===== src/hw/rtl/b58_pkg.sv =====
// ----------------------------------------------------------------------------
// b58_pkg
// Shared constants and the alphabet lookup for the base-58 byte encoder.
// ----------------------------------------------------------------------------
`default_nettype none

package b58_pkg;

  localparam int unsigned MAX_BYTES = 32;

  localparam int unsigned DigitW = 6;
  localparam int unsigned CarryW = 9;
  localparam int unsigned SymW   = 7;
  localparam int unsigned Radix  = 58;

  localparam logic [SymW-1:0] SymOne = 7'h31;

  localparam logic [Radix*8-1:0] Alphabet =
      "123456789ABCDEFGHJKLMNPQRSTUVWXYZabcdefghijkmnopqrstuvwxyz";

  typedef enum logic [2:0] {
    StIdle,
    StFold,
    StOnes,
    StTooLong,
    StDigits
  } b58_state_e;

  function automatic logic [SymW-1:0] b58_char(input logic [DigitW-1:0] idx);
    logic [DigitW-1:0] idx_m;
    idx_m = (idx >= DigitW'(Radix)) ? idx - DigitW'(Radix) : idx;
    return Alphabet[(Radix - 1 - int'(idx_m)) * 8 +: SymW];
  endfunction

endpackage

`default_nettype wire


===== src/hw/rtl/b58_in_if.sv =====
// ----------------------------------------------------------------------------
// b58_in_if
// Input channel of the encoder: one message byte per beat.
// ----------------------------------------------------------------------------
`default_nettype none

interface b58_in_if;
  logic       valid;
  logic       ready;
  logic [7:0] data_byte;
  logic       last_byte;

  modport source (output valid, output data_byte, output last_byte, input ready);
  modport sink   (input valid, input data_byte, input last_byte, output ready);
endinterface

`default_nettype wire


===== src/hw/rtl/b58_out_if.sv =====
// ----------------------------------------------------------------------------
// b58_out_if
// Output channel of the encoder: one ASCII symbol per beat.
// ----------------------------------------------------------------------------
`default_nettype none

interface b58_out_if;
  logic       valid;
  logic       ready;
  logic [6:0] symbol;
  logic       last_symbol;
  logic       too_long;

  modport source (output valid, output symbol, output last_symbol, output too_long,
                  input ready);
  modport sink   (input valid, input symbol, input last_symbol, input too_long,
                  output ready);
endinterface

`default_nettype wire


===== src/hw/rtl/b58_digit_mac.sv =====
// ----------------------------------------------------------------------------
// b58_digit_mac
// One base-58 digit step: value = digit * 256 + carry, split into the new
// digit (value mod 58) and the outgoing carry (value div 58).
// ----------------------------------------------------------------------------
`default_nettype none

module b58_digit_mac
  import b58_pkg::*;
(
  input  wire logic [DigitW-1:0] digit_i,
  input  wire logic [CarryW-1:0] carry_i,
  output logic      [DigitW-1:0] digit_o,
  output logic      [CarryW-1:0] carry_o
);

  // 256 = 4 * 58 + 24, so only 24 * digit + carry needs a true division.
  localparam int unsigned TW    = 11;
  localparam int unsigned PW    = 20;
  localparam int unsigned Shift = 15;
  localparam int unsigned Recip = 565;

  logic [TW-1:0]     rem_t;
  logic [PW-1:0]     prod;
  logic [4:0]        quo;
  logic [TW-1:0]     quo_x58;

  assign rem_t   = TW'(digit_i) * TW'(24) + TW'(carry_i);
  assign prod    = PW'(rem_t) * PW'(Recip);
  assign quo     = prod[Shift +: 5];
  assign quo_x58 = TW'(quo) * TW'(Radix);
  assign digit_o = DigitW'(rem_t - quo_x58);
  assign carry_o = CarryW'({digit_i, 2'b00}) + CarryW'(quo);

endmodule

`default_nettype wire


===== src/hw/rtl/base58_byte_encoder.sv =====
// ----------------------------------------------------------------------------
// base58_byte_encoder
// Streaming base-58 encoder: bytes in, ASCII symbols out.
// ----------------------------------------------------------------------------
// The message arrives one byte per beat with the final byte marked. Leading
// zero bytes are only counted, and the input stays ready for the next byte.
// Every later byte is folded into the digit register (StoreDepth digits,
// StoreDepth = MaxBytes * 138 / 100 + 1, 45 by default), which rotates once
// through the single multiply-by-256 unit, one digit per cycle; meanwhile the
// input is not ready. After the final byte it emits one '1' per leading zero
// byte, then the significant digits, through any output stall, and only then
// takes the next message. A message over MaxBytes yields a single too_long beat.
`default_nettype none

module base58_byte_encoder
  import b58_pkg::*;
#(
  parameter int unsigned MaxBytes = b58_pkg::MAX_BYTES
) (
  input  wire logic    clk_i,
  input  wire logic    rst_ni,
  b58_in_if.sink       byte_i,
  b58_out_if.source    sym_o
);

  localparam int unsigned StoreDepth = MaxBytes * 138 / 100 + 1;
  localparam int unsigned IdxW       = $clog2(StoreDepth);
  localparam int unsigned CntW       = $clog2(StoreDepth + 1);
  localparam int unsigned BcW        = $clog2(MaxBytes + 1);

  b58_state_e state_q, state_d;

  logic [DigitW-1:0] store_q [StoreDepth];
  logic [CarryW-1:0] carry_q;
  logic [IdxW-1:0]   idx_q;
  logic [CntW-1:0]   lz_q;
  logic [CntW-1:0]   n_q;
  logic [BcW-1:0]    bc_q;
  logic              seen_q;
  logic              ovf_q;
  logic              last_pend_q;
  logic              sig_q;

  logic              out_valid_q;
  logic [SymW-1:0]   out_sym_q;
  logic              out_last_q;
  logic              out_tl_q;

  logic [DigitW-1:0] mac_digit;
  logic [CarryW-1:0] mac_carry;

  logic              accept;
  logic              slot;
  logic              do_fold;
  logic              ovf_set;
  logic              fold_step;
  logic              drain_step;
  logic              emit;
  logic [SymW-1:0]   emit_sym;
  logic              emit_last;
  logic              emit_tl;
  logic              top_sig;
  logic              idx_end;

  b58_digit_mac u_mac (
    .digit_i (store_q[0]),
    .carry_i (carry_q),
    .digit_o (mac_digit),
    .carry_o (mac_carry)
  );

  assign byte_i.ready      = (state_q == StIdle);
  assign accept            = byte_i.valid && byte_i.ready;
  assign slot              = !out_valid_q || sym_o.ready;
  assign idx_end           = (idx_q == '0);
  assign top_sig           = sig_q || (store_q[StoreDepth-1] != '0);

  assign ovf_set = !ovf_q && (bc_q >= BcW'(MaxBytes));
  assign do_fold = !ovf_q && !ovf_set && (seen_q || (byte_i.data_byte != 8'd0));

  always_comb begin
    state_d = state_q;
    case (state_q)
      StIdle: begin
        if (accept) begin
          if (do_fold) begin
            state_d = StFold;
          end else if (byte_i.last_byte) begin
            state_d = (ovf_q || ovf_set) ? StTooLong : StOnes;
          end
        end
      end
      StFold: begin
        if (idx_end) begin
          state_d = last_pend_q ? StOnes : StIdle;
        end
      end
      StOnes: begin
        if (n_q == lz_q || n_q == CntW'(StoreDepth)) begin
          state_d = StDigits;
        end
      end
      StTooLong: begin
        if (slot) begin
          state_d = StDigits;
        end
      end
      StDigits: begin
        if (drain_step && idx_end) begin
          state_d = StIdle;
        end
      end
      default: state_d = StIdle;
    endcase
  end

  always_comb begin
    fold_step  = 1'b0;
    drain_step = 1'b0;
    emit       = 1'b0;
    emit_sym   = SymOne;
    emit_last  = 1'b0;
    emit_tl    = 1'b0;
    case (state_q)
      StFold: begin
        fold_step = 1'b1;
      end
      StOnes: begin
        if (n_q != lz_q && n_q != CntW'(StoreDepth)) begin
          emit      = slot;
          emit_last = (!seen_q && (n_q + 1'b1 == lz_q)) ||
                      (n_q == CntW'(StoreDepth - 1));
        end
      end
      StTooLong: begin
        emit      = slot;
        emit_sym  = '0;
        emit_last = 1'b1;
        emit_tl   = 1'b1;
      end
      StDigits: begin
        if (top_sig && n_q != CntW'(StoreDepth)) begin
          emit       = slot;
          drain_step = slot;
          emit_sym   = b58_char(store_q[StoreDepth-1]);
          emit_last  = idx_end || (n_q == CntW'(StoreDepth - 1));
        end else begin
          drain_step = 1'b1;
        end
      end
      default: ;
    endcase
  end

  always_ff @(posedge clk_i or negedge rst_ni) begin
    if (!rst_ni) begin
      state_q     <= StIdle;
      carry_q     <= '0;
      idx_q       <= '0;
      lz_q        <= '0;
      n_q         <= '0;
      bc_q        <= '0;
      seen_q      <= 1'b0;
      ovf_q       <= 1'b0;
      last_pend_q <= 1'b0;
      sig_q       <= 1'b0;
      out_valid_q <= 1'b0;
      for (int i = 0; i < StoreDepth; i++) begin
        store_q[i] <= '0;
      end
    end else begin
      state_q <= state_d;

      if (accept) begin
        last_pend_q <= byte_i.last_byte;
        idx_q       <= IdxW'(StoreDepth - 1);
        carry_q     <= CarryW'(byte_i.data_byte);
        if (ovf_set) begin
          ovf_q <= 1'b1;
        end else if (!ovf_q) begin
          bc_q <= bc_q + 1'b1;
          if (do_fold) begin
            seen_q <= 1'b1;
          end else begin
            lz_q <= lz_q + 1'b1;
          end
        end
      end

      if (fold_step) begin
        for (int i = 0; i < StoreDepth - 1; i++) begin
          store_q[i] <= store_q[i+1];
        end
        store_q[StoreDepth-1] <= mac_digit;
        carry_q               <= mac_carry;
        idx_q                 <= idx_q - 1'b1;
      end

      if (state_q == StOnes && state_d == StDigits) begin
        idx_q <= IdxW'(StoreDepth - 1);
        sig_q <= 1'b0;
      end

      if (state_q == StTooLong && slot) begin
        idx_q <= IdxW'(StoreDepth - 1);
        sig_q <= 1'b0;
        n_q   <= CntW'(StoreDepth);
      end else if (emit) begin
        n_q <= n_q + 1'b1;
      end

      if (drain_step) begin
        for (int i = StoreDepth - 1; i > 0; i--) begin
          store_q[i] <= store_q[i-1];
        end
        store_q[0] <= '0;
        sig_q      <= top_sig;
        idx_q      <= idx_q - 1'b1;
        if (idx_end) begin
          lz_q        <= '0;
          n_q         <= '0;
          bc_q        <= '0;
          seen_q      <= 1'b0;
          ovf_q       <= 1'b0;
          last_pend_q <= 1'b0;
          sig_q       <= 1'b0;
        end
      end

      if (emit) begin
        out_valid_q <= 1'b1;
      end else if (sym_o.ready) begin
        out_valid_q <= 1'b0;
      end
    end
  end

  always_ff @(posedge clk_i) begin
    if (emit) begin
      out_sym_q  <= emit_sym;
      out_last_q <= emit_last;
      out_tl_q   <= emit_tl;
    end
  end

  assign sym_o.valid       = out_valid_q;
  assign sym_o.symbol      = out_sym_q;
  assign sym_o.last_symbol = out_last_q;
  assign sym_o.too_long    = out_tl_q;

endmodule

`default_nettype wire


===== src/flat_wrapper.sv =====
// flat-port wrapper written by rule: the top's interface ports become plain ports
module base58_byte_encoder_flat import b58_pkg::*;
#(
  parameter int unsigned MaxBytes = b58_pkg::MAX_BYTES
)
  (clk_i, rst_ni, byte_i_valid, byte_i_data_byte, byte_i_last_byte, byte_i_ready, sym_o_valid, sym_o_symbol, sym_o_last_symbol, sym_o_too_long, sym_o_ready);
  b58_in_if byte_i_i ();
  b58_out_if sym_o_i ();
  input  wire logic clk_i;
  input  wire logic rst_ni;
  input wire logic [$bits(byte_i_i.valid)-1:0] byte_i_valid;
  input wire logic [$bits(byte_i_i.data_byte)-1:0] byte_i_data_byte;
  input wire logic [$bits(byte_i_i.last_byte)-1:0] byte_i_last_byte;
  output wire logic [$bits(byte_i_i.ready)-1:0] byte_i_ready;
  output wire logic [$bits(sym_o_i.valid)-1:0] sym_o_valid;
  output wire logic [$bits(sym_o_i.symbol)-1:0] sym_o_symbol;
  output wire logic [$bits(sym_o_i.last_symbol)-1:0] sym_o_last_symbol;
  output wire logic [$bits(sym_o_i.too_long)-1:0] sym_o_too_long;
  input wire logic [$bits(sym_o_i.ready)-1:0] sym_o_ready;
  assign byte_i_i.valid = byte_i_valid;
  assign byte_i_i.data_byte = byte_i_data_byte;
  assign byte_i_i.last_byte = byte_i_last_byte;
  assign byte_i_ready = byte_i_i.ready;
  assign sym_o_valid = sym_o_i.valid;
  assign sym_o_symbol = sym_o_i.symbol;
  assign sym_o_last_symbol = sym_o_i.last_symbol;
  assign sym_o_too_long = sym_o_i.too_long;
  assign sym_o_i.ready = sym_o_ready;
  base58_byte_encoder #(.MaxBytes(MaxBytes)) u_core (.clk_i(clk_i), .rst_ni(rst_ni), .byte_i(byte_i_i), .sym_o(sym_o_i));
endmodule

===== config.mk =====
export PLATFORM = sky130hd
export DESIGN_NAME = base58_byte_encoder_flat
export DESIGN_NICKNAME = d
export VERILOG_FILES = /design/src/hw/rtl/b58_pkg.sv /design/src/hw/rtl/b58_in_if.sv /design/src/hw/rtl/b58_out_if.sv /design/src/hw/rtl/b58_digit_mac.sv /design/src/hw/rtl/base58_byte_encoder.sv /design/src/flat_wrapper.sv
export SDC_FILE = /design/constraint.sdc
export NUM_CORES = 1
export LEC_CHECK = 0
export BUFFER_PORTS_ARGS = -buffer_cell sky130_fd_sc_hd__buf_4
export CAP_MARGIN = 40
export CORE_UTILIZATION = 29
export CTS_BUF_LIST = sky130_fd_sc_hd__clkbuf_16
export CTS_CLUSTER_SIZE = 40
export DETAILED_ROUTE_END_ITERATION = 7
export HOLD_SLACK_MARGIN = 0.1
export MAX_ROUTING_LAYER = met4
export PLACE_DENSITY = 0.42
export SLEW_MARGIN = 20
export SYNTH_ARGS = -nofsm -noshare
export SYNTH_HDL_FRONTEND = slang
export SYNTH_SLANG_ARGS = --single-unit

===== constraint.sdc =====
create_clock -name clk_i -period 8.6 [get_ports clk_i]
set_input_delay 0.43 -clock clk_i [delete_from_list [all_inputs] [get_ports clk_i]]
set_output_delay 0.43 -clock clk_i [all_outputs]
set_load 0.02 [all_outputs]

==> flow_metrics.env, run 1 <==
export IMPL_slew_limit_headroom_pct=31.1
export IMPL_finalSetupViolations=0
export IMPL_grt_max_degree=214
export IMPL_synth_edf_count=9
export IMPL_fmax_mhz=124
export IMPL_synth_top_area_share_pct=45.2
export IMPL_routed_wl_mm=40.5
export IMPL_root_buffer="clkbuf_16"
export IMPL_via_count=13357
export IMPL_grt_overflow=0
export IMPL_regArea_um2=8050
export IMPL_synth_avg_cell_area_um2=9.00
export IMPL_rows=88
export IMPL_synthCells=1911
export IMPL_synth_nets=2040
export IMPL_numCtsBuffers=41
export IMPL_avgRoutedWirePerCell_um=15.1
export IMPL_cp_slowest_cell="fa_1"
export IMPL_grt_pass1_vias=13150
export IMPL_synth_area_leader_cell="dfrtp_1"
export IMPL_grt_first_pass_wirelength_mm=68.5
export IMPL_cts_sinks=320
export IMPL_antenna_left=0
export IMPL_gp_congestion=0.826
export IMPL_status="finished, final reports clean"
export IMPL_die_h_um=246
export IMPL_seq_area_frac_synth_pct=46.8
export IMPL_synth_top_cells_by_count="nand2_1 (576), dfrtp_1 (311), nor2_1 (162)"
export IMPL_yosysMostFrequentCell="nand2_1"
export IMPL_synth_seq_cells=320
export IMPL_num_nets_final=2013
export IMPL_io_buffers=23
export IMPL_finalSetupTns_ps=0
export IMPL_die_w_um=246
export IMPL_maxCapViolCount=0
export IMPL_tritoncts="built"
export IMPL_drv_slew=0
export IMPL_hold_violations=0
export IMPL_post_route_drc_count=0
export IMPL_start_kind="flip-flop"
export IMPL_period_needed_ps=8040
export IMPL_viasPerCell=4.98
export IMPL_wl_met1_mm=20.2
export IMPL_timing_critical_path_fanout_max=5
export IMPL_coreArea_um2=58100
export IMPL_tightest_slew_ps=1030
export IMPL_finalCritPeriodShare_pct=93.5
export IMPL_htreeDepth=2
export IMPL_fill_cells=5961
export IMPL_firstDrtPassIters=5
export IMPL_areaGrowthSynthToFinish_pct=12.9
export IMPL_drive_gt1_share_pct=6.74
export IMPL_clk_pin_slew_worst_paths_ps=60
export IMPL_route_met3_wl_mm=1.50
export IMPL_yosys_most_used_dff="dfrtp_1"
export IMPL_synth_area_um2=17200
export IMPL_worstSkewPairLatency_ps=560
export IMPL_ys_warn_count=0
export IMPL_synth_cell_types=68
export IMPL_crit_top_cell="ha_1"
export IMPL_multi_input_area_um2=8360
export IMPL_grt_total_usage_pct=14.0
export IMPL_dieArea_um2=60300
export IMPL_hpwlAfterDp_mm=24.5
export IMPL_worstPathRequired_ps=9040
export IMPL_drt_initial_drc_count=1041
export IMPL_async_reset_ff_share_pct=97.2
export IMPL_grt_antenna_before_repair=0
export IMPL_initial_utilization_pct=29.6
export IMPL_cp_arrival_ps=8480
export IMPL_diodes=0
export IMPL_rsz0062_at_grt="false"
export IMPL_skew_ps=22.6
export IMPL_wl_met2_mm=17.7
export IMPL_synth_area_leaders="dfrtp_1 (45%), nand2_1 (13%), ha_1 (6.8%)"
export IMPL_worstSetupPathType="reg2reg"
export IMPL_routed_top_layer="met4"
export IMPL_min_path_type="in2reg"
export IMPL_ios=24
export IMPL_endpoint_kind="flip-flop"
export IMPL_cpPeakStageDelay_ps=530
export IMPL_clock_path_buffers=3
==> through the flow <==
step / hold WS (ps) / cells / util (%) / setup slack, ps / instance area, um^2
floorplan: 134 / 1911 / - / 781 / 17200
global placement: 457 / 2594 / 30.8 / 462 / 17900
detailed placement: 471 / 2602 / 31.1 / 418 / 18100
CTS: 104 / 2677 / 33.3 / 378 / 19300
global route: 143 / 2680 / 33.4 / 17.9 / 19400
finish: 128 / 2680 / 33.4 / 563 / 19400
==> worst max-delay path, delay by kind of cell, from the launching register on <==
family                     cells  cell delay (ps)
xor gates and xnor gates       6             1010
DFF                            1              450
and+or+nand+nor                3              290
buffers and inverters          6              340
AOI/OAI and AO/OA              8             1880
adders and majority gates     11             3940
==> registers in the layout, indices dropped and copies added (netlist names) <==
name and count:
u_core.store_q 270, u_core.carry_q 9, u_core.sym_o.symbol 7, u_core.bc_q 6, u_core.idx_q 6, u_core.lz_q 6, u_core.n_q 6, u_core.state_q 3
u_core.last_pend_q 1, u_core.ovf_q 1, u_core.seen_q 1, u_core.sig_q 1, u_core.sym_o.last_symbol 1, u_core.sym_o.too_long 1, u_core.sym_o.valid 1
==> what timing repair did <==
action,CTS,global route
resized for setup,0,3
hold endpoints to repair,85,0
hold buffers,1,0
endpoints found under the setup margin,0,1
buffers inserted,0,1
==> layout by cell type (no fill, tap or decap), drive strengths merged, types with 3 or more instances in the layout <==
master   instances
a2111oi          3
a211o            3
a211oi           7
a21o            13
a21oi           35
a221o            7
a221oi           3
a22oi          150
a311oi           5
a31oi          120
and2             7
and3             8
buf             51
clkbuf          42
clkinv          20
dfrtp          311
edfxtp           9
fa              22
ha              94
inv             70
mux2i            4
nand2          576
nand2b           4
nand3           15
nand4            7
nor2           163
nor2b            4
nor3            14
nor3b            4
nor4             3
o211ai           6
o21a             5
o21ai           32
o221ai           4
o22ai            4
o31ai            6
or3              4
or3b             3
xnor2           32
xor2            21
==> path summary, 6_finish.rpt <==
path                                          start                   to  slack (ps)  cells past startpoint
worst max-delay path            u_core.store_q[265]    u_core.store_q[5]         560                     34
worst min-delay path            byte_i_data_byte[0]    u_core.carry_q[0]         130                      3
worst max register to register  u_core.store_q[265]    u_core.store_q[5]         560                     34
worst min register to register      u_core.idx_q[5]      u_core.idx_q[5]         470                      1
max in group asynchronous                    rst_ni  u_core.store_q[150]        6780                      3
min in group asynchronous                    rst_ni   u_core.store_q[37]         460                      2
==> layout make-up <==
class	count	share of cell area (%)
inverters	61	1.18
multi-input cells	1407	43.0
well taps	765	4.93
flip-flops and latches	320	41.5
clock buffers	42	5.41
clock inverters	32	1.03
repair buffers	53	2.95
==> cells by family (layout without fill, tap and decap cells) <==
| logic type | after synthesis | count (layout) | share of synthesized area (%) |
|---|---|---|---|
| buffers and inverters | 184 | 188 | 4.79 |
| DFF | 320 | 320 | 46.8 |
| and+or+nand+nor | 821 | 821 | 19.2 |
| muxes | 4 | 4 | 0.233 |
| adders and majority gates | 116 | 116 | 9.40 |
| xor gates and xnor gates | 54 | 54 | 2.87 |
| AOI/OAI and AO/OA | 412 | 412 | 16.6 |
==> metal layers <==
metal,vias up,GRT usage [%]
li1,6540,-
met1,6564,19.3
met2,185,20.9
met3,68,2.51
met4,0,4.13
met5,-,-
Power of run 1 is left out: the tool's default activity adds up to more than one toggle a clock period on the data nets, which glitch-free logic cannot reach.
==> run 2, diff against run 1 <==
--- a/config.mk
+++ b/config.mk
@@ -17,4 +17,6 @@
 export SLEW_MARGIN = 20
 export SYNTH_ARGS = -nofsm -noshare
 export SYNTH_HDL_FRONTEND = slang
+export SYNTH_HIERARCHICAL = 1
 export SYNTH_SLANG_ARGS = --single-unit
+export TNS_END_PERCENT = 50
==> run 2 against run 1 <==
Compared with the run above:
- fmax hardly changed
- non-clock buffer count stayed put
- cell count is 2.8% lower
- highest routed layer unchanged
- cell area is 0.29% lower
==> flow_metrics.env, run 2 <==
export IMPL_via_count=12975
export IMPL_p_per_area_nw_per_um2=309
export IMPL_largest_register="u_core/store_q"
export IMPL_cts_sinks=320
export IMPL_hpwlAfterDp_mm=24.7
export IMPL_regArea_um2=8050
export IMPL_grt_total_usage_pct=13.8
export IMPL_power_frac_seq_pct=41.4
export IMPL_internal_power_mw=3.71
export IMPL_crit_top_cell="ha_1"
export IMPL_synth_edf_count=9
export IMPL_ir_drop_mv=0.145
export IMPL_ys_warn_count=6
export IMPL_drt_initial_drc_count=864
export IMPL_synth_nets=1962
export IMPL_yosys_most_used_dff="dfrtp_1"
export IMPL_seq_area_frac_synth_pct=46.9
export IMPL_yosysMostFrequentCell="nand2_1"
export IMPL_viasPerCell=4.98
export IMPL_areaGrowthSynthToFinish_pct=12.8
export IMPL_p_sw_mw=2.29
export IMPL_post_route_drc_count=0
export IMPL_cp_slowest_cell="fa_1"
export IMPL_coreArea_um2=58100
export IMPL_drv_slew=0
export IMPL_synth_area_leaders="dfrtp_1 (45%), nand2_1 (13%), a22oi_1 (12%)"
export IMPL_min_path_type="in2reg"
export IMPL_tritoncts="built"
export IMPL_maxCapViolCount=0
export IMPL_worstSkewPairLatency_ps=570
export IMPL_p_leak_nw=9.64
export IMPL_grt_pass1_vias=12608
export IMPL_power_frac_clock_pct=26.3
export IMPL_routed_wl_mm=39.8
export IMPL_timing_critical_path_fanout_max=5
export IMPL_start_kind="flip-flop"
export IMPL_worstPathRequired_ps=9050
export IMPL_synth_area_leader_cell="dfrtp_1"
export IMPL_initial_utilization_pct=29.5
export IMPL_firstDrtPassIters=4
export IMPL_numCtsBuffers=40
export IMPL_worstSetupPathType="reg2reg"
export IMPL_rsz0062_at_grt="false"
export IMPL_die_h_um=245
export IMPL_p_comb_share_pct=32.3
export IMPL_post_place_ws_ps=328
export IMPL_status="finished, final reports clean"
export IMPL_fmax_mhz=124
export IMPL_htreeDepth=2
export IMPL_gp_congestion=0.845
export IMPL_grt_antenna_before_repair=0
export IMPL_async_reset_ff_share_pct=97.2
export IMPL_grt_max_degree=182
export IMPL_layout_setup_ws_ps=565
export IMPL_die_w_um=245
export IMPL_finalSetupTns_ps=0
export IMPL_clk_pin_slew_worst_paths_ps=50
export IMPL_io_buffers=23
export IMPL_hold_violations=0
export IMPL_synth_top_cells_by_count="nand2_1 (588), dfrtp_1 (311), a22oi_1 (263)"
export IMPL_grt_first_pass_wirelength_mm=67.3
export IMPL_cp_arrival_ps=8480
export IMPL_finalCritPeriodShare_pct=93.4
export IMPL_drive_gt1_share_pct=7.50
export IMPL_synth_cell_types=83
export IMPL_synthCells=1835
export IMPL_endpoint_kind="flip-flop"
export IMPL_final_common_cell="nand2_1"
export IMPL_cpPeakStageDelay_ps=530
export IMPL_synth_seq_cells=320
export IMPL_tightest_slew_ps=931
export IMPL_root_buffer="clkbuf_16"
export IMPL_multi_input_area_um2=8350
export IMPL_finalSetupViolations=0
export IMPL_largest_reg_flops=270
export IMPL_crit_buf_inv=8
export IMPL_num_nets_final=1944
export IMPL_grt_overflow=0
export IMPL_swShare_pct=38.2
export IMPL_antenna_left=0
export IMPL_slew_limit_headroom_pct=37.9
export IMPL_rows=88
export IMPL_skew_ps=26.0
export IMPL_fin_hold_ws_ps=153
export IMPL_dieArea_um2=60200
export IMPL_avgRoutedWirePerCell_um=15.3
export IMPL_synth_avg_cell_area_um2=9.36
export IMPL_period_needed_ps=8040
export IMPL_synth_area_um2=17200
export IMPL_final_cell_mix="nand2_1 (588), dfrtp_1 (310), a22oi_1 (263)"
export IMPL_synth_top_area_share_pct=45.3
export IMPL_clock_path_buffers=3
export IMPL_cp_top_family="adder cells"
export IMPL_ios=24
export IMPL_diodes=0
export IMPL_fill_cells=5933
==> run 2: repair_timing <==
action                                  4_1_cts  5_1_grt
gates resized for setup                       0        3
endpoints found under the setup margin        0        1
hold buffers                                  6        0
endpoints found under the hold margin       105        0
setup buffers                                 0        0
==> run 2: cells by family (layout without fill, tap and decap cells) <==
| kind of cell | after synthesis | after routing | share of synthesized area (%) |
|---|---|---|---|
| buf+inv | 180 | 184 | 4.58 |
| compound gates | 421 | 421 | 18.0 |
| simple gates | 740 | 740 | 18.0 |
| xor+xnor | 56 | 56 | 2.98 |
| mux | 4 | 4 | 0.233 |
| flops | 320 | 320 | 46.9 |
| fa+ha+maj | 114 | 114 | 9.27 |
==> run 2: final cells by class <==
class | count | share of cell area, %
Inverter | 67 | 1.30
Clock inverter | 23 | 0.950
Tap cell | 765 | 4.94
Clock buffer | 41 | 5.30
Timing Repair Buffer | 53 | 2.83
Sequential cell | 320 | 41.6
Multi-Input combinational cell | 1335 | 43.1
==> run 2: worst reg2reg max path: cells and delay by family (launching register included) <==
family,cells,cell delay [ps]
and+or+nand+nor,1,60
xor gates and xnor gates,5,850
buffers and inverters,8,480
AOI/OAI and AO/OA,8,1460
adders and majority gates,13,4610
DFF,1,430
==> run 2: layer usage <==
| metal | GRT usage [%] | vias up | routed length [um] |
|---|---|---|---|
| met5 | - | - | 0 |
| li1 | - | 6354 | - |
| met4 | 4.43 | 0 | 805 |
| met1 | 18.7 | 6373 | 19100 |
| met3 | 2.13 | 57 | 1330 |
| met2 | 21.1 | 191 | 18500 |
==> run 2: path summary, 6_finish.rpt <==
path,depth (start not counted),from,endpoint,slack (ps)
setup / recovery,35,u_core/store_q[264],u_core/store_q[5],560
hold / removal,3,byte_i_data_byte[0],u_core/carry_q[0],150
setup reg to reg,35,u_core/store_q[264],u_core/store_q[5],560
hold reg to reg,1,u_core/idx_q[5],u_core/idx_q[5],480
max in group asynchronous,3,rst_ni,u_core/store_q[265],6660
min in group asynchronous,2,rst_ni,u_core/bc_q[5],480
==> run 2: power by group through the flow <==
stage | Combinational (mW) | Clock [mW] | Sequential, mW
2_1_floorplan | 1.59 | 0 | 2.31
3_3_place_gp | 1.88 | 0 | 2.50
3_5_place_dp | 1.95 | 0 | 2.50
4_1_cts | 1.95 | 1.65 | 2.48
5_1_grt | 2.23 | 1.71 | 2.55
6_report | 1.93 | 1.58 | 2.48
==> run 2: stage by stage <==
| stage | cell area (um^2) | std cells | utilization (%) | total power, mW |
|---|---|---|---|---|
| after floorplan | 17200 | 1835 | - | 3.90 |
| after global placement | 17900 | 2526 | 30.8 | 4.38 |
| after detailed placement | 18000 | 2531 | 31.0 | 4.45 |
| after CTS | 19300 | 2601 | 33.2 | 6.09 |
| after global routing | 19400 | 2604 | 33.3 | 6.49 |
| final | 19400 | 2604 | 33.3 | 5.99 |
(Power assumes the default switching activity.)
